**src/mhap_pkg.sv**
```systemverilog
// mhap_pkg: shared constants and helpers for the 802.15.4 MAC header address parser.
// Depends on nothing; used by mac_header_address_parser_core.
package mhap_pkg;

  localparam int EXT_ADDR_BYTES = 8;
  localparam int CNT_W          = 5;

  localparam logic [1:0] MODE_NONE     = 2'd0;
  localparam logic [1:0] MODE_RESERVED = 2'd1;
  localparam logic [1:0] MODE_SHORT    = 2'd2;
  localparam logic [1:0] MODE_EXT      = 2'd3;

  localparam logic [1:0] ST_OK       = 2'd0;
  localparam logic [1:0] ST_RESERVED = 2'd1;
  localparam logic [1:0] ST_KEY_ID   = 2'd2;
  localparam logic [1:0] ST_SHORT    = 2'd3;

  localparam logic [CNT_W-1:0] PAN_BYTES     = 5'd2;
  localparam logic [CNT_W-1:0] SHORT_BYTES   = 5'd2;
  localparam logic [CNT_W-1:0] SEC_BYTES     = 5'd5;
  localparam logic [6:0]       HDR_BASE      = 7'd3;
  localparam logic [6:0]       MIC_BYTES     = 7'd4;

  function automatic logic [CNT_W-1:0] addr_len(input logic [1:0] mode);
    logic [CNT_W-1:0] n;
    unique case (mode)
      MODE_SHORT: n = SHORT_BYTES;
      MODE_EXT:   n = CNT_W'(EXT_ADDR_BYTES);
      default:    n = '0;
    endcase
    return n;
  endfunction

endpackage

```
**src/mac_header_address_parser_core.sv**
```systemverilog
// mac_header_address_parser_core: 802.15.4 MAC header address parser.
// Latency: result valid in the cycle after the input transfer that completes a header.
// Throughput: one header byte per cycle; input stalls only while a result waits.
// Each byte is decoded by short logic into the parse state and the result register.
// Reset (rst, synchronous) clears the parse state and drops any pending result.
// Depends on mhap_pkg.
module mac_header_address_parser_core (
  input  logic        clk,
  input  logic        rst,
  input  logic        item_valid,
  output logic        item_ready,
  input  logic        frame_start,
  input  logic [1:0]  dest_mode,
  input  logic [1:0]  src_mode,
  input  logic        pan_compress,
  input  logic        security_on,
  input  logic [6:0]  frame_length,
  input  logic [7:0]  header_byte,
  output logic        result_valid,
  input  logic        result_ready,
  output logic [15:0] dst_pan,
  output logic [63:0] dest_address,
  output logic [15:0] src_pan,
  output logic [63:0] src_address,
  output logic [6:0]  payload_offset,
  output logic [6:0]  payload_length,
  output logic [1:0]  status
);

  localparam int CW = mhap_pkg::CNT_W;

  logic          busy;
  logic [CW-1:0] byte_count;
  logic [1:0]    lat_dest_mode, lat_src_mode;
  logic          lat_compress, lat_secure;
  logic [6:0]    lat_length;
  logic [15:0]   dpan, span;
  logic [63:0]   daddr, saddr;

  logic          accept;
  logic [1:0]    e_dm, e_sm;
  logic          e_comp, e_sec;
  logic [6:0]    e_len;
  logic [CW-1:0] i, d, p, s, sec, dps, hdr, i_inc;
  logic          reserved, active, keyid, last, final_emit, emit;
  logic          busy_next;
  logic [CW-1:0] byte_count_next;
  logic [15:0]   dpan_next, span_next;
  logic [63:0]   daddr_next, saddr_next;
  logic [CW-1:0] rel_d, rel_p, rel_s;
  logic [6:0]    off, diff, r_off, r_len;
  logic [1:0]    r_st;

  assign item_ready = !result_valid || result_ready;
  assign accept     = item_valid && item_ready;

  always_comb begin
    e_dm   = frame_start ? dest_mode    : lat_dest_mode;
    e_sm   = frame_start ? src_mode     : lat_src_mode;
    e_comp = frame_start ? pan_compress : lat_compress;
    e_sec  = frame_start ? security_on  : lat_secure;
    e_len  = frame_start ? frame_length : lat_length;
    i      = frame_start ? '0 : byte_count;

    reserved = frame_start && (dest_mode == mhap_pkg::MODE_RESERVED ||
                               src_mode == mhap_pkg::MODE_RESERVED);

    d   = (e_dm == mhap_pkg::MODE_SHORT || e_dm == mhap_pkg::MODE_EXT) ?
          mhap_pkg::PAN_BYTES + mhap_pkg::addr_len(e_dm) : '0;
    p   = ((e_sm == mhap_pkg::MODE_SHORT || e_sm == mhap_pkg::MODE_EXT) && !e_comp) ?
          mhap_pkg::PAN_BYTES : '0;
    s   = mhap_pkg::addr_len(e_sm);
    sec = e_sec ? mhap_pkg::SEC_BYTES : '0;
    dps = d + p + s;
    hdr = dps + sec;
    i_inc = i + 1'b1;

    active = frame_start ? (!reserved && hdr != '0) : busy;

    dpan_next  = frame_start ? '0 : dpan;
    daddr_next = frame_start ? '0 : daddr;
    span_next  = frame_start ? '0 : span;
    saddr_next = frame_start ? '0 : saddr;
    rel_d = i - mhap_pkg::PAN_BYTES;
    rel_p = i - d;
    rel_s = i - d - p;
    keyid = 1'b0;
    if (active) begin
      if (i < d) begin
        if (i < mhap_pkg::PAN_BYTES) dpan_next[8*i[0] +: 8] = header_byte;
        else daddr_next[8*rel_d[2:0] +: 8] = header_byte;
      end else if (i < d + p) begin
        span_next[8*rel_p[0] +: 8] = header_byte;
      end else if (i < dps) begin
        saddr_next[8*rel_s[2:0] +: 8] = header_byte;
      end else if (i == dps) begin
        keyid = header_byte[4:3] != 2'b00;
      end
    end

    last       = active && !keyid && (i_inc >= hdr);
    final_emit = (frame_start && !reserved && hdr == '0) || last;
    emit       = reserved || keyid || final_emit;

    busy_next       = active && !keyid && !last;
    byte_count_next = busy_next ? i_inc : '0;

    off  = mhap_pkg::HDR_BASE + 7'(hdr);
    diff = e_len - off;
    r_st = mhap_pkg::ST_OK;
    r_len = '0;
    if (reserved) begin
      r_off = mhap_pkg::HDR_BASE;
      r_st  = mhap_pkg::ST_RESERVED;
    end else if (keyid) begin
      r_off = '0;
      r_st  = mhap_pkg::ST_KEY_ID;
    end else begin
      r_off = off;
      if (e_len < off) begin
        r_st = mhap_pkg::ST_SHORT;
      end else if (e_sec && diff != '0) begin
        if (diff < mhap_pkg::MIC_BYTES) r_st = mhap_pkg::ST_SHORT;
        else r_len = diff - mhap_pkg::MIC_BYTES;
      end else begin
        r_len = diff;
      end
    end
  end

  always_ff @(posedge clk) begin
    if (rst) begin
      busy          <= 1'b0;
      byte_count    <= '0;
      lat_dest_mode <= '0;
      lat_src_mode  <= '0;
      lat_compress  <= 1'b0;
      lat_secure    <= 1'b0;
      lat_length    <= '0;
      dpan          <= '0;
      daddr         <= '0;
      span          <= '0;
      saddr         <= '0;
      result_valid  <= 1'b0;
    end else begin
      if (accept) begin
        busy       <= busy_next;
        byte_count <= byte_count_next;
        dpan       <= dpan_next;
        daddr      <= daddr_next;
        span       <= span_next;
        saddr      <= saddr_next;
        if (frame_start) begin
          lat_dest_mode <= dest_mode;
          lat_src_mode  <= src_mode;
          lat_compress  <= pan_compress;
          lat_secure    <= security_on;
          lat_length    <= frame_length;
        end
      end
      if (accept && emit) result_valid <= 1'b1;
      else if (result_ready) result_valid <= 1'b0;
    end
  end

  always_ff @(posedge clk) begin
    if (accept && emit) begin
      dst_pan        <= dpan_next;
      dest_address   <= daddr_next;
      src_pan        <= e_comp ? dpan_next : span_next;
      src_address    <= saddr_next;
      payload_offset <= r_off;
      payload_length <= r_len;
      status         <= r_st;
    end
  end

endmodule

```
**config.mk**
```make
export PLATFORM = sky130hd
export DESIGN_NAME = mac_header_address_parser_core
export DESIGN_NICKNAME = d
export VERILOG_FILES = /design/src/mhap_pkg.sv /design/src/mac_header_address_parser_core.sv
export SDC_FILE = /design/constraint.sdc
export NUM_CORES = 1
export LEC_CHECK = 0
export BUFFER_PORTS_ARGS = -buffer_cell sky130_fd_sc_hd__buf_2
export CAP_MARGIN = 30
export CORE_MARGIN = 1.5
export CORE_UTILIZATION = 30
export CTS_BUF_LIST = sky130_fd_sc_hd__clkbuf_8 sky130_fd_sc_hd__clkbuf_16
export DETAILED_ROUTE_END_ITERATION = 7
export PLACE_DENSITY = 0.51
export SETUP_SLACK_MARGIN = 0.5
export SYNTH_ARGS = -nofsm -noshare
export SYNTH_HDL_FRONTEND = slang
export SYNTH_SLANG_ARGS = --single-unit
export TNS_END_PERCENT = 20
```
**constraint.sdc**
```tcl
create_clock -name clk -period 11.45 [get_ports clk]
set_clock_uncertainty 0.15 [all_clocks]
set_input_delay 0.5725 -clock clk [delete_from_list [all_inputs] [get_ports clk]]
set_output_delay 0.5725 -clock clk [all_outputs]
set_load 0.01 [all_outputs]
```
======== Yosys cells after proc, flatten, opt, wreduce, memory -nomap -nowiden ========
Index checks and enable logic that the tools add are counted.
W data, S select, Z words.
word-level totals
  input port bits ......................... 26
  register bits ........................... 355
  output and inout port bits .............. 178
  logic and storage cells ................. 136
cells by class
  muxes and demuxes ....................... 49
  reductions and logical operators ........ 30
  order comparisons ....................... 7
  eq/ne operators ......................... 7
  shift operators ......................... 8
  add/subtract/negate cells ............... 15
operators with widths
  operator                   count
  $mux W64                   9
  $mux W16                   9
  $bwmux W64                 2
  $shift A8 B34 Y64 const A  2
  $shiftx A8 B34 Y64         2
  $neg A4 Y34                2
  $neg A6 Y34                2
  $shift A8 B34 Y16 const A  2
  $shiftx A8 B34 Y16         2
  $bwmux W16                 2
  $mux W7                    3
  $mux W2                    8
  $pmux W4 S2                2
  $lt A5 B5 Y1               3
  $mux W5                    3
  $logic_and A1 B1 Y1        11
  $mux W1                    10
  $eq A2 B2 Y1 const B       4
  $logic_or A1 B1 Y1         7
  $lt A7 B3 Y1 const B       1
  $lt A7 B6 Y1               1
  $reduce_bool A7 Y1         1
  $sub A7 B3 Y7 const B      1
  $sub A7 B6 Y7              1
  other kinds (20)           26

======== Depth between registers and ports, before layout ========
  word-level depth ........................ 20
  gate-level depth with buffers ........... 25
  depth with buffers taken out ............ 21

======== Worst setup path before layout ========
No wires, ideal clock.
  path type ............................... input-to-reg
  from .................................... in frame_start
  to ...................................... reg dest_address[0], enable pin
  data required time ...................... 10.743 ns
  setup slack ............................. 2.288 ns
  arrival time ............................ 8.455 ns
  library setup time ...................... 0.557 ns
  stages on the path ...................... 20
  path buffers ............................ 4
  cell sequence ........................... buf_2 -> clkbuf_1 -> buf_1 -> buf_1 -> mux2i_1 -> nor2_1 -> ha_1 -> or3_4 -> and2_1 -> ha_1 -> ha_1 -> ha_1 -> xnor2_2 -> inv_2 -> ha_1 -> o21ai_0 -> a21oi_1 -> a211o_1 -> a21o_1 -> and3_1
between the ends
  longest elaborated chain between the ends .. 19
  elaborated cells on any way between the ends .. 48
RTL lines
  element                                                 line                                   text
  from (decl)                                             mac_header_address_parser_core.sv:12   input logic frame_start,
  branches (longest 17 deep; another with $add A2 B5 Y5)  n/a
  $logic_or A1 B1 Y1 *                                    mac_header_address_parser_core.sv:103  emit = reserved || keyid || final_emit;
  $logic_and A1 B1 Y1 *                                   mac_header_address_parser_core.sv:167  if (accept && emit) begin
  to (signal assigned)                                    mac_header_address_parser_core.sv:169  dest_address <= daddr_next;
  to (decl)                                               mac_header_address_parser_core.sv:22   output logic [63:0] dest_address,
Mark *: on every way between the ends.
A chain may end at the register's enable or synchronous reset.

======== Final worst setup path ========
  from .................................... in frame_start
  to ...................................... reg payload_length[6], data pin
between the ends
  longest elaborated chain between the ends .. 14
  elaborated cells on any way between the ends .. 47
RTL lines
  element                                                 line                                   text
  branches (longest 14 deep; another with $sub A7 B6 Y7)  n/a
  to (signal assigned)                                    mac_header_address_parser_core.sv:173  payload_length <= r_len;
  to (decl)                                               mac_header_address_parser_core.sv:26   output logic [6:0] payload_length,
Several ways; the timed one is not identified.

==> run_results.csv <==
group,metric,value,unit
worst_setup_path,critPathMaxFanout,31,
power_and_ir_drop,powerDensity,160.6,nW/um2
drt,met2_length,22.53,mm
die,die_h,235.2,um
timing,period_share,52.05,%
placed_design,finalWeightedCongestion,0.8335,
timing,rsz0062_at_grt,"no",
finish,drive_above_1_share,20.83,%
power_and_ir_drop,leakage,0.007589,uW
worst_setup_path,cpMaxStageDelayCell,"mux2_2",
clocking,cts_tree,"yes",
drt,drt_wl_total,50.07,mm
worst_setup_path,r2r-end,"payload_length[6]",
drt,final_antenna_net_count,0,
timing,finalSetupViolCount,0,
worst_setup_path,reg2regPathDepth,18,
yosys,syn_avg_cell_area,11.03,um2
clocking,clock_sinks,355,
clocking,post_cts_resized,0,
timing,tightest_slew,1.056,ns
power_and_ir_drop,irDropWorstVdd,0.08390,mV
worst_setup_path,cp.arrival,6.23,ns
worst_setup_path,cp_cell_sequence,"buf_2, mux2_2, nor2_1, ha_1, or3_4, and2_1, ha_1, ha_1, ha_1, inv_1, or3_1, xnor2_1, ha_1, o21a_1, o31a_1, or3_1, a41oi_1, or3b_1, a21oi_1",
yosys,ys_warn_count,0,
worst_setup_path,startpoint_type,"input port",
worst_setup_path,worstSetupEndpointType,"flip-flop",
clocking,root_buffer,"clkbuf_16",
placed_design,dp_cells,2277,
grt,grt-ovfl-total,0,
drt,drc,0,
worst_setup_path,crit_type,"in2reg",
yosys,synth.distinct_cells,79,
finish,final_cells,2355,
timing,maxSlewViolCount,0,
clocking,cts_setup_buffers,0,
hold_path,min-delay-start,"dest_mode[0]",
die,dieArea,55300,um2
drt,highest_layer,"met5",
hold_path,min_path_type,"in2reg",
yosys,synth-edff-count,175,
yosys,synth_ff_type,"dfxtp_1",
finish,fillCellCount,5283,
drt,wl_per_cell,21.26,um
drt,dr_wl_met3,2.875,mm
grt,grt_pass1_vias,11850,
finish,regArea,8859,um2
timing,setup-tns-final,0,ns
grt,grt_pass1_wl,74.64,mm
yosys,syn_nets,1538,
die,io_pins,204,
finish,multiInputGateArea,6790,um2
drt,dr.pass1.iters,8,
finish,nets,1706,
finish,syn_to_final_growth,18.80,%
yosys,ys_seq_area_share,54.79,%
drt,vias,12470,
finish,design_area,19210,um2
hold_path,hold_end,"lat_dest_mode[0]",
worst_setup_path,cp.required,11.72,ns
worst_setup_path,r2r_start,"lat_compress",
timing,hold_viol_final,0,
grt,grt_max_degree,86,
yosys,synth-seq-cells,355,
placed_design,dpl_cell_area,17820,um2
timing,maxSlewHeadroom,29.07,%
drt,vias_per_cell,5.294,
die,die_w,235.2,um
power_and_ir_drop,fin_total_pwr,3085,uW
timing,clock.fmax,167.8,MHz
die,rows,84,
clocking,path_clk_slew,0.06,ns
die,start_util,30.58,%
clocking,cts_buffers,40,
yosys,netlist_area,16170,um2
clocking,cts_hold_buf,0,
clocking,clock_latency,0.58,ns
placed_design,dp_hpwl,34.62,mm
timing,hold_ws,0.1724,ns
drt,m1WireLength,23.24,mm
drt,drt-initial-drc-count,1297,
hold_path,hold_path_depth,3,
placed_design,placement.io_buffers,202,
clocking,clk_path_buf_depth,3,
yosys,synthCells,1466,
grt,grt_usage,17.55,%
grt,antenna_found_initial,5,
status,status,"complete, no violations",
clocking,htree_levels,2,
die,core,52870,um2
timing,finalCriticalPeriod,5.960,ns
worst_setup_path,max_stage_delay,0.68,ns
worst_setup_path,crit_top_cell,"ha_1",
flow_run,drv_cap,0,
worst_setup_path,r2r_slack,5.60,ns
yosys,synthArstFlopShare,0,%
[per-stage QoR]
stage | setup slack [ns] | util (%)
final | 5.490 | 36.33
after global routing | 5.161 | 36.33
after CTS | 5.467 | 36.23
after detailed placement | 4.880 | 33.70
after global placement | 4.966 | 33.63
after floorplan | 2.288 | -
[cell usage after synthesis, types with 4 or more instances]
cell type	instances	area share [%]
a22o_1	75	4.1
a31oi_1	4	0.15
nor3_1	31	0.96
a21o_1	9	0.42
o21a_1	6	0.28
a31o_2	6	0.33
a22oi_1	17	0.79
a32oi_1	4	0.22
inv_1	36	0.84
edfxtp_1	175	33
dfxtp_1	180	22
nand2_1	175	4.1
mux2_2	21	1.5
buf_1	10	0.23
xor2_1	4	0.22
a221o_1	16	0.99
o2bb2ai_1	22	1.2
a32o_1	31	1.9
ha_1	44	3.4
o211ai_1	5	0.23
o21ai_0	63	2.0
nand4_1	4	0.15
nand3_1	75	2.3
clkbuf_1	77	1.8
or2_2	11	0.43
and2_1	12	0.46
nor2b_1	18	0.70
nor3b_1	12	0.56
nor4_1	5	0.19
a211oi_1	11	0.51
nor2_1	73	1.7
nand3b_1	4	0.19
nand2b_1	14	0.54
mux2i_1	80	5.0
xnor2_1	6	0.33
o31ai_1	11	0.51
buf_2	6	0.19
and3_1	11	0.43
a21oi_1	31	0.96
o2111ai_1	4	0.22
[critical path: cells and delay by family]
| family | cells | cell delay [ns] |
|---|---|---|
| mux | 1 | 0.68 |
| xor+xnor | 1 | 0.25 |
| fa+ha+maj | 5 | 1.42 |
| simple gates | 6 | 2.05 |
| compound gates | 4 | 0.75 |
| buf+inv | 2 | 0.49 |
[kinds of logic (layout without fill, tap and decap cells)]
logic type / count (synthesis) / in the layout / synth area share, %
simple gates: 466 / 466 / 13.95
flops: 355 / 355 / 54.79
compound gates: 351 / 351 / 17.27
buf+inv: 134 / 334 / 3.243
mux: 101 / 101 / 6.415
fa+ha+maj: 46 / 46 / 3.653
xor+xnor: 11 / 11 / 0.6423
other cells: 2 / 3 / 0.04645
[cells in the final DEF, fill, tap and decap left out, types with 12 or more instances in the layout]
| cell | count |
|---|---|
| mux2i_1 | 80 |
| inv_1 | 44 |
| a221o_1 | 16 |
| nor3_1 | 31 |
| dfxtp_1 | 180 |
| buf_2 | 202 |
| nor3b_1 | 12 |
| mux2_2 | 21 |
| a21oi_1 | 31 |
| o2bb2ai_1 | 22 |
| nor2b_1 | 18 |
| nor2_1 | 73 |
| nand2b_1 | 14 |
| and2_1 | 12 |
| a22oi_1 | 17 |
| a32o_1 | 31 |
| nand2_1 | 175 |
| edfxtp_1 | 175 |
| nand3_1 | 75 |
| clkbuf_16 | 43 |
| buf_4 | 16 |
| ha_1 | 44 |
| o21ai_0 | 63 |
| a22o_1 | 75 |
[worst max path at each step]
stage	start	end
floorplan	frame_start	dest_address[0]
global placement	frame_start	src_address[26]
detailed placement	frame_start	src_address[61]
CTS	frame_start	src_pan[11]
global route	frame_start	payload_length[3]
finish	frame_start	payload_length[6]
[layout make-up]
class	count	share of cell area, %
Tap cell	688	4.482
Antenna cell	1	0.01303
Clock inverter	24	0.8534
Multi-Input combinational cell	977	35.35
Clock buffer	50	6.104
Inverter	37	0.7231
Sequential cell	355	46.12
Timing Repair Buffer	223	6.351
[where the power goes]
group          switching (uW)  internal [uW]  total (uW)
registers                18.1           1390        1410
logic                     272            118         390
clock network             522            767        1290
[routing by layer]
layer	vias up	global-route usage (%)
li1	5825	-
met2	393	27.07
met4	8	5.490
met1	6147	24.40
met5	-	0
met3	94	3.905
[sequential cells by signal (all words and copies together), names as in the netlist, 16 cells and up]
signal / cells
daddr: 64
dest_address: 64
dpan: 16
src_pan: 16
dst_pan: 16
src_address: 64
saddr: 64
span: 16
No activity file was read; power rests on OpenSTA's default activity.
